--- src/rtl/itp_pkg.sv ---
// itp_pkg: shared types, constants and helpers of the infix to postfix converter
// used by itp_stack, infix_to_postfix_converter and the bench; no dependencies
`default_nettype none

package itp_pkg;

    // operator stack geometry
    localparam int STACK_DEPTH = 32;
    localparam int LEVEL_W     = $clog2(STACK_DEPTH + 1);
    localparam int PTR_W       = $clog2(STACK_DEPTH);

    typedef logic [LEVEL_W-1:0] level_t;
    typedef logic [PTR_W-1:0]   ptr_t;
    typedef logic [7:0]         char_t;
    typedef logic [1:0]         prio_t;

    // command codes
    localparam logic CMD_CHAR = 1'b0;
    localparam logic CMD_END  = 1'b1;

    // characters with a meaning of their own
    localparam char_t CHAR_OPEN  = 8'h28;
    localparam char_t CHAR_CLOSE = 8'h29;
    localparam char_t CHAR_POW   = 8'h24;
    localparam char_t CHAR_PLUS  = 8'h2B;
    localparam char_t CHAR_MINUS = 8'h2D;
    localparam char_t CHAR_MUL   = 8'h2A;
    localparam char_t CHAR_DIV   = 8'h2F;
    localparam char_t CHAR_MOD   = 8'h25;
    localparam char_t CHAR_NL    = 8'h0A;
    localparam char_t CHAR_0     = 8'h30;
    localparam char_t CHAR_9     = 8'h39;
    localparam char_t CHAR_UA    = 8'h41;
    localparam char_t CHAR_UZ    = 8'h5A;
    localparam char_t CHAR_LA    = 8'h61;
    localparam char_t CHAR_LZ    = 8'h7A;

    // request to the stack, one per cycle
    typedef struct packed {
        logic  push;
        logic  pop;
        char_t data;
    } stk_op_t;

    // stack status seen by the sequencer
    typedef struct packed {
        char_t top;
        logic  empty;
        logic  full;
        logic  no_open;
    } stk_stat_t;

    // operator priority
    function automatic prio_t prio(input char_t c);
        prio_t p;
        if (c == CHAR_OPEN)
            p = 2'd0;
        else if (c == CHAR_PLUS || c == CHAR_MINUS)
            p = 2'd1;
        else if (c == CHAR_MUL || c == CHAR_DIV || c == CHAR_MOD)
            p = 2'd2;
        else
            p = 2'd3;
        return p;
    endfunction

    // ascii letter or digit
    function automatic logic is_alnum(input char_t c);
        return (c >= CHAR_0 && c <= CHAR_9) || (c >= CHAR_UA && c <= CHAR_UZ) ||
               (c >= CHAR_LA && c <= CHAR_LZ);
    endfunction

endpackage

`default_nettype wire

--- src/rtl/itp_in_if.sv ---
// itp_in_if: input channel of the converter, one infix character or end command per beat
// no dependencies
`default_nettype none

interface itp_in_if;
    logic       valid;
    logic       ready;
    logic       cmd;
    logic [7:0] in_char;

    modport source (output valid, cmd, in_char, input ready);
    modport sink   (input valid, cmd, in_char, output ready);
endinterface

`default_nettype wire

--- src/rtl/itp_out_if.sv ---
// itp_out_if: output channel of the converter, one postfix character per beat
// no dependencies
`default_nettype none

interface itp_out_if;
    logic       valid;
    logic       ready;
    logic [7:0] out_char;
    logic       last;
    logic       error;

    modport source (output valid, out_char, last, error, input ready);
    modport sink   (input valid, out_char, last, error, output ready);
endinterface

`default_nettype wire

--- src/rtl/itp_stack.sv ---
// itp_stack: operator stack with fill level and count of open parentheses held
// depends on itp_pkg
`default_nettype none

module itp_stack (
    input  logic              clk,
    input  logic              rst_n,
    input  itp_pkg::stk_op_t  op,
    output itp_pkg::stk_stat_t stat
);
    import itp_pkg::*;

    char_t  stack_mem [STACK_DEPTH];
    level_t level_reg;
    level_t level_next;
    level_t open_cnt_reg;
    level_t open_cnt_next;
    char_t  top_reg;
    ptr_t   below_idx;
    logic   do_push;
    logic   do_pop;

    // entry under the top sits two below the fill level
    assign below_idx    = ptr_t'(level_reg - level_t'(2));
    assign stat.top     = top_reg;
    assign stat.empty   = (level_reg == level_t'(0));
    assign stat.full    = (level_reg == level_t'(STACK_DEPTH));
    assign stat.no_open = (open_cnt_reg == level_t'(0));

    assign do_push = op.push && !stat.full;
    assign do_pop  = op.pop && !stat.empty;

    // level and parenthesis count
    always_comb
    begin
        level_next    = level_reg;
        open_cnt_next = open_cnt_reg;
        if (do_push)
        begin
            level_next = level_reg + level_t'(1);
            if (op.data == CHAR_OPEN)
                open_cnt_next = open_cnt_reg + level_t'(1);
        end
        else if (do_pop)
        begin
            level_next = level_reg - level_t'(1);
            if (stat.top == CHAR_OPEN)
                open_cnt_next = open_cnt_reg - level_t'(1);
        end
    end

    always_ff @(posedge clk or negedge rst_n)
    begin
        if (!rst_n)
        begin
            level_reg    <= '0;
            open_cnt_reg <= '0;
        end
        else
        begin
            level_reg    <= level_next;
            open_cnt_reg <= open_cnt_next;
        end
    end

    // entry storage and registered copy of the top entry, no reset
    always_ff @(posedge clk)
    begin
        if (do_push)
        begin
            stack_mem[level_reg[PTR_W-1:0]] <= op.data;
            top_reg                         <= op.data;
        end
        else if (do_pop)
        begin
            top_reg <= stack_mem[below_idx];
        end
    end

endmodule

`default_nettype wire

--- src/rtl/infix_to_postfix_converter.sv ---
// infix_to_postfix_converter: shunting-yard conversion of an infix character stream
// depends on itp_pkg, itp_in_if, itp_out_if and itp_stack
//
//  channel   | dir | payload                | beat
//  ----------+-----+------------------------+------------------------------------
//  char_in   | in  | cmd, in_char           | one infix character or end command
//  char_out  | out | out_char, last, error  | one postfix character
//
// a letter or digit is sent from S_FLUSH; an operator or ')' pops in S_OPER or
// S_CLOSE, then S_FLUSH; an end command drains each entry held in S_END
// the stack gives one pop per cycle, output permitting, via a registered top copy
// '(' is pushed in the accepting cycle
// reset empties the stack and clears the error flag at once, no clearing pass
// a stalled output holds the sequencer; char_in is ready only between items
`default_nettype none

module infix_to_postfix_converter (
    input  logic     clk,
    input  logic     rst_n,
    itp_in_if.sink   char_in,
    itp_out_if.source char_out
);
    import itp_pkg::*;

    typedef enum logic [2:0] {
        S_IDLE,
        S_OPER,
        S_CLOSE,
        S_END,
        S_FLUSH
    } state_t;

    state_t    state_reg, state_next;
    char_t     char_reg, char_next;
    logic      err_item_reg, err_item_next;
    logic      error_seen_reg, error_seen_next;
    char_t     pend_reg, pend_next;
    logic      pend_valid_reg, pend_valid_next;
    logic      out_valid_reg, out_valid_next;
    char_t     out_char_reg, out_char_next;
    logic      out_last_reg, out_last_next;
    logic      out_err_reg, out_err_next;

    stk_op_t   stk_op;
    stk_stat_t stk_stat;

    logic      in_beat;
    logic      slot_free;
    logic      pop_wins;
    prio_t     top_prio;
    prio_t     char_prio;

    itp_stack u_stack (
        .clk   (clk),
        .rst_n (rst_n),
        .op    (stk_op),
        .stat  (stk_stat)
    );

    assign char_in.ready   = (state_reg == S_IDLE);
    assign in_beat         = char_in.valid && char_in.ready;
    assign char_out.valid    = out_valid_reg;
    assign char_out.out_char = out_char_reg;
    assign char_out.last     = out_last_reg;
    assign char_out.error    = out_err_reg;

    // output register can take a beat this cycle
    assign slot_free = !out_valid_reg || char_out.ready;

    // priority compare of stack top against the held operator
    assign top_prio  = prio(stk_stat.top);
    assign char_prio = prio(char_reg);
    assign pop_wins  = (char_reg == CHAR_POW) ? (top_prio > char_prio)
                                              : (top_prio >= char_prio);

    // sequencer
    always_comb
    begin
        state_next      = state_reg;
        char_next       = char_reg;
        err_item_next   = err_item_reg;
        error_seen_next = error_seen_reg;
        pend_next       = pend_reg;
        pend_valid_next = pend_valid_reg;
        out_valid_next  = out_valid_reg && !char_out.ready;
        out_char_next   = out_char_reg;
        out_last_next   = out_last_reg;
        out_err_next    = out_err_reg;
        stk_op.push     = 1'b0;
        stk_op.pop      = 1'b0;
        stk_op.data     = char_reg;

        case (state_reg)
            S_IDLE:
            begin
                if (in_beat)
                begin
                    char_next     = char_in.in_char;
                    err_item_next = error_seen_reg;
                    if (char_in.cmd == CMD_END)
                    begin
                        error_seen_next = 1'b0;
                        state_next      = S_END;
                    end
                    else if (is_alnum(char_in.in_char))
                    begin
                        pend_next       = char_in.in_char;
                        pend_valid_next = 1'b1;
                        state_next      = S_FLUSH;
                    end
                    else if (char_in.in_char == CHAR_OPEN)
                    begin
                        // push now, no results
                        stk_op.push = 1'b1;
                        stk_op.data = char_in.in_char;
                        if (stk_stat.full)
                            error_seen_next = 1'b1;
                    end
                    else if (char_in.in_char == CHAR_CLOSE)
                    begin
                        // unmatched ')' is known up front from the open count
                        if (stk_stat.no_open)
                        begin
                            error_seen_next = 1'b1;
                            err_item_next   = 1'b1;
                        end
                        state_next = S_CLOSE;
                    end
                    else
                    begin
                        state_next = S_OPER;
                    end
                end
            end

            S_OPER:
            begin
                if (slot_free)
                begin
                    if (!stk_stat.empty && pop_wins)
                    begin
                        stk_op.pop      = 1'b1;
                        pend_next       = stk_stat.top;
                        pend_valid_next = 1'b1;
                        if (pend_valid_reg)
                        begin
                            out_valid_next = 1'b1;
                            out_char_next  = pend_reg;
                            out_last_next  = 1'b0;
                            out_err_next   = err_item_reg;
                        end
                    end
                    else
                    begin
                        stk_op.push = 1'b1;
                        if (stk_stat.full)
                            error_seen_next = 1'b1;
                        state_next = S_FLUSH;
                    end
                end
            end

            S_CLOSE:
            begin
                if (slot_free)
                begin
                    if (stk_stat.empty)
                    begin
                        state_next = S_FLUSH;
                    end
                    else if (stk_stat.top == CHAR_OPEN)
                    begin
                        // matching '(' is dropped
                        stk_op.pop = 1'b1;
                        state_next = S_FLUSH;
                    end
                    else
                    begin
                        stk_op.pop      = 1'b1;
                        pend_next       = stk_stat.top;
                        pend_valid_next = 1'b1;
                        if (pend_valid_reg)
                        begin
                            out_valid_next = 1'b1;
                            out_char_next  = pend_reg;
                            out_last_next  = 1'b0;
                            out_err_next   = err_item_reg;
                        end
                    end
                end
            end

            S_END:
            begin
                if (slot_free)
                begin
                    // drain top first, then the newline
                    pend_valid_next = 1'b1;
                    if (!stk_stat.empty)
                    begin
                        stk_op.pop = 1'b1;
                        pend_next  = stk_stat.top;
                    end
                    else
                    begin
                        pend_next  = CHAR_NL;
                        state_next = S_FLUSH;
                    end
                    if (pend_valid_reg)
                    begin
                        out_valid_next = 1'b1;
                        out_char_next  = pend_reg;
                        out_last_next  = 1'b0;
                        out_err_next   = err_item_reg;
                    end
                end
            end

            S_FLUSH:
            begin
                // held result is the final beat of this item
                if (!pend_valid_reg)
                begin
                    state_next = S_IDLE;
                end
                else if (slot_free)
                begin
                    out_valid_next  = 1'b1;
                    out_char_next   = pend_reg;
                    out_last_next   = 1'b1;
                    out_err_next    = err_item_reg;
                    pend_valid_next = 1'b0;
                    state_next      = S_IDLE;
                end
            end

            default:
            begin
                state_next = S_IDLE;
            end
        endcase
    end

    // state and registered outputs
    always_ff @(posedge clk or negedge rst_n)
    begin
        if (!rst_n)
        begin
            state_reg      <= S_IDLE;
            error_seen_reg <= 1'b0;
            pend_valid_reg <= 1'b0;
            out_valid_reg  <= 1'b0;
            char_reg       <= '0;
            err_item_reg   <= 1'b0;
            pend_reg       <= '0;
            out_char_reg   <= '0;
            out_last_reg   <= 1'b0;
            out_err_reg    <= 1'b0;
        end
        else
        begin
            state_reg      <= state_next;
            error_seen_reg <= error_seen_next;
            pend_valid_reg <= pend_valid_next;
            out_valid_reg  <= out_valid_next;
            char_reg       <= char_next;
            err_item_reg   <= err_item_next;
            pend_reg       <= pend_next;
            out_char_reg   <= out_char_next;
            out_last_reg   <= out_last_next;
            out_err_reg    <= out_err_next;
        end
    end

`ifndef SYNTH
    // nothing is held back between items
    a_idle_no_pend: assert property (@(posedge clk) disable iff (!rst_n)
        state_reg == S_IDLE |-> !pend_valid_reg)
        else $error("pending result left over in idle");

    // sequencer never pops an empty stack
    a_pop_not_empty: assert property (@(posedge clk) disable iff (!rst_n)
        stk_op.pop |-> !stk_stat.empty)
        else $error("pop of an empty stack");

    // push and pop never share a cycle
    a_push_pop_excl: assert property (@(posedge clk) disable iff (!rst_n)
        !(stk_op.push && stk_op.pop))
        else $error("push and pop in the same cycle");

    // end command leaves the error flag clear
    a_end_clears_err: assert property (@(posedge clk) disable iff (!rst_n)
        in_beat && char_in.cmd == CMD_END |=> !error_seen_reg)
        else $error("error flag survives an end command");
`endif

endmodule

`default_nettype wire

--- src/flat_wrapper.sv ---
// flat-port wrapper written by rule: the top's interface ports become plain ports
module infix_to_postfix_converter_flat import itp_pkg::*;
  (clk, rst_n, char_in_valid, char_in_cmd, char_in_in_char, char_in_ready, char_out_valid, char_out_out_char, char_out_last, char_out_error, char_out_ready);
  itp_in_if char_in_i ();
  itp_out_if char_out_i ();
  input  logic clk;
  input  logic rst_n;
  input wire logic [$bits(char_in_i.valid)-1:0] char_in_valid;
  input wire logic [$bits(char_in_i.cmd)-1:0] char_in_cmd;
  input wire logic [$bits(char_in_i.in_char)-1:0] char_in_in_char;
  output wire logic [$bits(char_in_i.ready)-1:0] char_in_ready;
  output wire logic [$bits(char_out_i.valid)-1:0] char_out_valid;
  output wire logic [$bits(char_out_i.out_char)-1:0] char_out_out_char;
  output wire logic [$bits(char_out_i.last)-1:0] char_out_last;
  output wire logic [$bits(char_out_i.error)-1:0] char_out_error;
  input wire logic [$bits(char_out_i.ready)-1:0] char_out_ready;
  assign char_in_i.valid = char_in_valid;
  assign char_in_i.cmd = char_in_cmd;
  assign char_in_i.in_char = char_in_in_char;
  assign char_in_ready = char_in_i.ready;
  assign char_out_valid = char_out_i.valid;
  assign char_out_out_char = char_out_i.out_char;
  assign char_out_last = char_out_i.last;
  assign char_out_error = char_out_i.error;
  assign char_out_i.ready = char_out_ready;
  infix_to_postfix_converter u_core (.clk(clk), .rst_n(rst_n), .char_in(char_in_i), .char_out(char_out_i));
endmodule
--- config.mk ---
export PLATFORM = sky130hd
export DESIGN_NAME = infix_to_postfix_converter_flat
export DESIGN_NICKNAME = d
export VERILOG_FILES = /design/src/rtl/itp_pkg.sv /design/src/rtl/itp_in_if.sv /design/src/rtl/itp_out_if.sv /design/src/rtl/itp_stack.sv /design/src/rtl/infix_to_postfix_converter.sv /design/src/flat_wrapper.sv
export SDC_FILE = /design/constraint.sdc
export NUM_CORES = 1
export LEC_CHECK = 0
export ABC_AREA = 0
export ABC_CLOCK_PERIOD_IN_PS = 4760
export BUFFER_PORTS_ARGS = -buffer_cell sky130_fd_sc_hd__buf_2
export CORE_MARGIN = 1
export CORE_UTILIZATION = 25
export CTS_BUF_LIST = sky130_fd_sc_hd__clkbuf_8
export DETAILED_ROUTE_END_ITERATION = 7
export HOLD_SLACK_MARGIN = 0.05
export MAX_ROUTING_LAYER = met4
export PLACE_DENSITY_LB_ADDON = 0.08
export SLEW_MARGIN = 20
export SYNTH_ARGS = -nofsm -noshare
export SYNTH_HDL_FRONTEND = slang
export SYNTH_HIERARCHICAL = 1
export SYNTH_SLANG_ARGS = --single-unit
export TNS_END_PERCENT = 1
--- constraint.sdc ---
create_clock -name clk -period 4.76 [get_ports clk]
set_input_delay 0.714 -clock clk [delete_from_list [all_inputs] [get_ports clk]]
set_output_delay 0.714 -clock clk [all_outputs]
set_load 0.05 [all_outputs]
# == Yosys cells after proc, flatten, opt, wreduce, memory -nomap -nowiden ==
# Memory sizes are Yosys's and may differ from the RTL's.
# Cells that the tools add are included.
# word_totals
wordCells,227
mem_bits_rw,256
output_inout_bits,12
n_memories,1
register_bits,53
# op_classes
reduce_logical,38
addsub,5
n_eq_ne,39
magnitude_cmp,8
muxes,123
# mem_list
name,words,width,read_ports,rd_ports_with_merged_regs,write_ports,line_no,source
u_core.u_stack.stack_mem,32,8,1,0,1,itp_stack.sv:13,char_t stack_mem [STACK_DEPTH];
# op_table
cell,count
8-bit two-way mux,26
8-bit by 6-bit equality test with 1-bit output (second input constant),16
8-bit one-hot mux with 4 select lines,2
1-bit two-way mux,62
3-bit two-way mux,13
6-bit two-way mux,6
10-bit AND reduction,2
9-bit AND reduction,2
8-bit by 7-bit greater-or-equal comparator with 1-bit output (second input constant),2
8-bit by 7-bit less-or-equal comparator with 1-bit output (second input constant),2
2-bit by 1-bit inequality test with 1-bit output (second input constant),8
3-bit one-hot mux with 5 select lines,1
6-bit by 1-bit adder with 6-bit output (second input constant),2
6-bit logical NOT,2
2-bit two-way mux,6
2-bit inequality test (second input constant),6
1-bit one-hot mux with 4 select lines,3
6-bit by 1-bit subtractor with 6-bit output (second input constant),2
1-bit logical OR,9
8-bit by 6-bit greater-or-equal comparator with 1-bit output (second input constant),1
8-bit by 6-bit less-or-equal comparator with 1-bit output (second input constant),1
1-bit logical AND,8
4-bit nonzero test,2
3-bit by 2-bit equality test with 1-bit output (second input constant),2
19 further kinds,27

# == Logic depth before layout (Yosys ltp) ==
# depth
word_depth,15
depth_mapped,21
ltp_nobuf,20

# == By module ==
# Netlist, hierarchy kept.
# modules_own_cells
mod,n_inst,cells_per_inst,seq_area_each_um2,area_per_inst_um2
itp_stack,1,563,8227.9,11457.2
infix_to_postfix_converter,1,224,825.8,2074.5

# == Worst setup path after synthesis ==
# Ideal clock, no wire load.
# synth_timing
path_type,reg-to-reg
start,reg u_core.u_stack.top_reg[4]
end,reg u_core.u_stack.level_reg[5]
slack_ns,0.760
required_time_ns,4.636
setup_time_ns,0.124
stages_incl_launch_ff,19
arrival_time_ns,3.876
path_buffers,1
period_less_slack_ns,4.000
path_cell_list,edfxtp_1 -> or4b_1 -> nor2_1 -> ha_1 -> nand2b_1 -> a21o_1 -> nand3_1 -> o21a_1 -> nand2_1 -> nand2_1 -> inv_1 -> a31o_2 -> buf_6 -> ha_1 -> a21o_1 -> a311o_1 -> a211oi_2 -> mux2i_1 -> nor3_2
# synth_lines
item,line_no,source
start: declaration,itp_stack.sv:18,char_t top_reg;
start signal: assignment,itp_stack.sv:72,top_reg <= op.data;
start signal: assignment,itp_stack.sv:76,top_reg <= stack_mem[below_idx];
end signal: assignment,itp_stack.sv:61,level_reg <= level_next;
end: declaration,itp_stack.sv:14,level_t level_reg;

==> summary.md <==
The run finished with clean final reports. For this run the aggregate overflow at the end of global routing stands at 0. Per report_power, the clock group accounts for 21.5% of the total. The setup path with the least slack is of type reg2reg. Dividing the detail-routed via count by the number of cells gives 4.598. The measured slew at the worst slew-check pin works out to 0.9157 ns. In this run the critical register-to-register path is captured at u_core/u_stack/level_reg[5]. The tools report the number of antenna violations at the first check in global routing as 0.

The cell type contributing the most total cell area after synthesis is edfxtp_1. Once detailed placement completed, the half-perimeter wirelength came to 22660 um. Leaving out filler cells and counting taps, the final layout contains 1614.

In this run the number of H-tree levels came out at 2. The tools report the number of buffers inserted during clock tree synthesis as 56. The worst register-to-register path has a depth of 17.

The initial DRC count came out at 531. For this run, the leading register cell type out of synthesis is edfxtp_1. The tree is rooted in a clkbuf_8. Of the total power, registers draw 36.0%.

In this run the count of I/O pins placed on the die edge is 25. The total power after layout is 10.76 mW, and the port buffer count is 24. The sequential cells in the finished layout cover a total of 9059 um2. The number of fillers in the final layout is 5300, and the clock-pin slew on the worst setup and hold paths is 0.06 ns. The first global-routing pass estimated 53570 um of wire.

Across every metal layer, demand over resource in global routing totals 13.65%. The register with the most flip-flops in the layout has 256 of them. The tools report the net count after synthesis as 813. At the end of routability-driven placement, the weighted congestion stood at 0.8525. Yosys printed 6 warnings.

The average footprint of a synthesized cell works out to 17.19 um2. For the number of nets still failing antenna checks after routing, the log shows 0. The tools report the worst setup slack for register-to-register paths as 0.39 ns. In the final layout, the share of cells above drive strength 1 is 24.76%. The share of total power dissipated in combinational logic is 42.5%. The run gives 55060 um2 as the die area. The final layout contains 907 nets. The tools report the number of DRC violations after detailed routing as 0. The minimum setup slack after placement came out at 0.4240 ns. The path class of the tightest hold or removal check is in2async. The data arrival time at the worst-slack endpoint is 4.91 ns, and the number of enable flip-flop cells after synthesis is 264.

The first-pass iteration count of the detailed router is 4, and the number of instances in the synthesized netlist is 787. Across the VDD grid, the largest voltage drop is 0.0003217 V. In this run the power spent charging and discharging nets is 4.184 mW.

Power density over cell area: 687.5 nW/um2. Clock tree synthesis found a total of 309 sinks. The longest clock path from root to sink contains 3 buffers.

From left edge to right edge, the die measures 234.7 um. The share of synthesized area in the top cell type comes to 58.59%. The final critical path takes up 91.88% of the cycle.

Clock skew on the completed layout was measured at 0.03138 ns. The worst max-slew margin expressed relative to the limit was 38.73%; the area of combinational cells with multiple inputs was 4130 um2. In this run, post-CTS repair resized a total of 0 instances. On the final layout, the worst hold slack is 0.08586 ns.

The synthesized cell area came out at 13530 um2. The fraction of registers with async set/reset works out to 14.56%. The flop and latch count out of synthesis is 309. By count the netlist is led by edfxtp_1 (264), nor2_1 (55), dfrtp_1 (45), mux4_2 (43), nand2_1 (38). Minimum clock period after layout: 4.373 ns. The core footprint is 52970 um2, and the post-synthesis to final-layout area growth is 15.65%. The run gives 0 as the number of max-slew violations in the final report. The analysis attributes to cell leakage a power of 5.415 nW. After clock tree synthesis, the flow added hold-fix buffers numbering 0. After clock tree synthesis, the setup repair step added 0 buffers.

Yosys instantiated no cell more often than edfxtp_1. TritonCTS built the clock tree. The tools report the critical path endpoint category as a flop.

The setup total negative slack is 0 ns, and the routed wirelength normalized by instance count is 22.33 um. The number of failing hold endpoints at the final stage is 0. In this run the worst path has a maximum fanout of 13. The run gives 7421 as the number of vias in the routed layout.

By area the synthesized netlist is led by edfxtp_1 (59%), dfrtp_1 (8.3%), mux4_2 (7.2%), mux4_1 (5.6%), mux2_2 (1.9%). The reported max-cap violation count came out at 0. The number of instances in the placed design is 1511. The run gives 0.3867 ns as the least setup slack across all paths after layout. The worst setup path is launched from a flop. The tools report the clock insertion delay at the later pin of the skew report as 0.65 ns. Launch point of the worst reg-to-reg path: u_core/u_stack/top_reg[4]. The overall die height is 234.7 um.

The tools report the distinct cell type count of the synthesized netlist as 73. The total internal power was 6.574 mW. The fraction of the yosys area taken by sequential cells was 66.91%.

For the count of final setup violators, the log shows 0. For the worst setup path, the data required time is 5.29 ns. The largest net degree at the start of global routing was 48; the switching share of power was 38.89%.

The via count of the first global-routing pass is 8095. Setup repair after global routing left no endpoint under its margin. The highest achievable clock rate was 228.7 MHz; the initial standard-cell utilization of the core was 25.55%.

The count of standard-cell rows was 84; the detailed-route wire length was 36040 um.
[through the flow]
step	instance area [um2]	util, %
global placement	14620	27.61
global route	15650	29.54
floorplan	13530	-
finish	15650	29.54
CTS	15640	29.53
detailed placement	14620	27.61
[cell families (layout without fill, tap and decap cells)]
logic type | count (synthesis) | count (layout) | share of synthesized area, %
adder cells (fa/ha/maj) | 13 | 13 | 1.313
other | 0 | 1 | 0
multiplexers | 117 | 117 | 16.37
buffers and inverters | 60 | 198 | 2.570
AND/OR/NAND/NOR | 176 | 176 | 6.796
AO/OA/AOI/OAI | 97 | 97 | 5.021
flip-flops | 309 | 309 | 66.91
XOR/XNOR | 15 | 15 | 1.026
[power groups by stage]
stage	combinational (mW)	clock (mW)	sequential, mW
final	4.57	2.32	3.87
after global routing	4.94	2.53	3.91
after CTS	4.67	2.42	3.87
after detailed placement	4.66	0	3.92
after global placement	4.63	0	3.91
after floorplan	3.01	0	4.02
[worst max path at each step]
stage	start	endpoint	slack, ns	depth (start not counted)
global placement	char_in_in_char[1]	u_core/u_stack/level_reg[5]	0.47	14
finish	u_core/u_stack/top_reg[4]	u_core/u_stack/level_reg[5]	0.39	17
CTS	u_core/u_stack/top_reg[4]	u_core/u_stack/level_reg[5]	0.41	17
floorplan	u_core/u_stack/top_reg[4]	u_core/u_stack/level_reg[5]	0.76	18
detailed placement	u_core/u_stack/top_reg[4]	u_core/u_stack/level_reg[5]	0.42	17
global route	u_core/char_reg[4]	u_core/u_stack/level_reg[5]	0.08	17
[layout by cell type, fill, tap and decap left out, types with 12 or more instances in the layout]
cell      netlist  routed
mux2i_1        18      18
buf_4           6      50
o21ai_0        12      12
mux2_2         23      23
edfxtp_1      264     264
mux4_2         43      43
buf_2           5      23
clkinv_2        0      12
nor2_1         55      55
mux4_1         29      29
inv_1          23      33
clkinv_1        0      20
nand2_1        38      38
dfrtp_1        45      43
clkbuf_8        0      57
a21oi_1        30      30
[metal layers]
| metal | share of wire, % | global-route usage [%] | routed length [um] |
|---|---|---|---|
| met5 | 0 | - | 0 |
| met2 | 48 | 21.67 | 17270 |
| met1 | 46 | 17.53 | 16670 |
| met4 | 2.6 | 5.004 | 937 |
| met3 | 3.2 | 2.291 | 1160 |
[layout make-up]
cell class / count / share of cell area [%]
multi-input combinational: 418 / 26.39
inverter: 23 / 0.5517
antenna: 1 / 0.01599
clock inverter: 45 / 1.503
clock buffer: 57 / 5.013
tap: 688 / 5.501
timing repair buffer: 73 / 3.134
sequential: 309 / 57.89
[worst max-delay path, cell delays in order, from the launching register on]
cell and delay (ns):
edfxtp_1 0.42, or4b_1 0.59, nor2_1 0.16, ha_1 0.26
nand2b_1 0.14, a21o_1 0.17, nand3_1 0.16, o21a_1 0.21
nand2_1 0.08, nand2_1 0.12, inv_1 0.12, a31o_2 0.34
ha_1 0.30, a21o_1 0.19, a311o_1 0.39, a211oi_2 0.31
mux2i_1 0.25, nor3_2 0.06
Power figures use the tool's default switching activity.
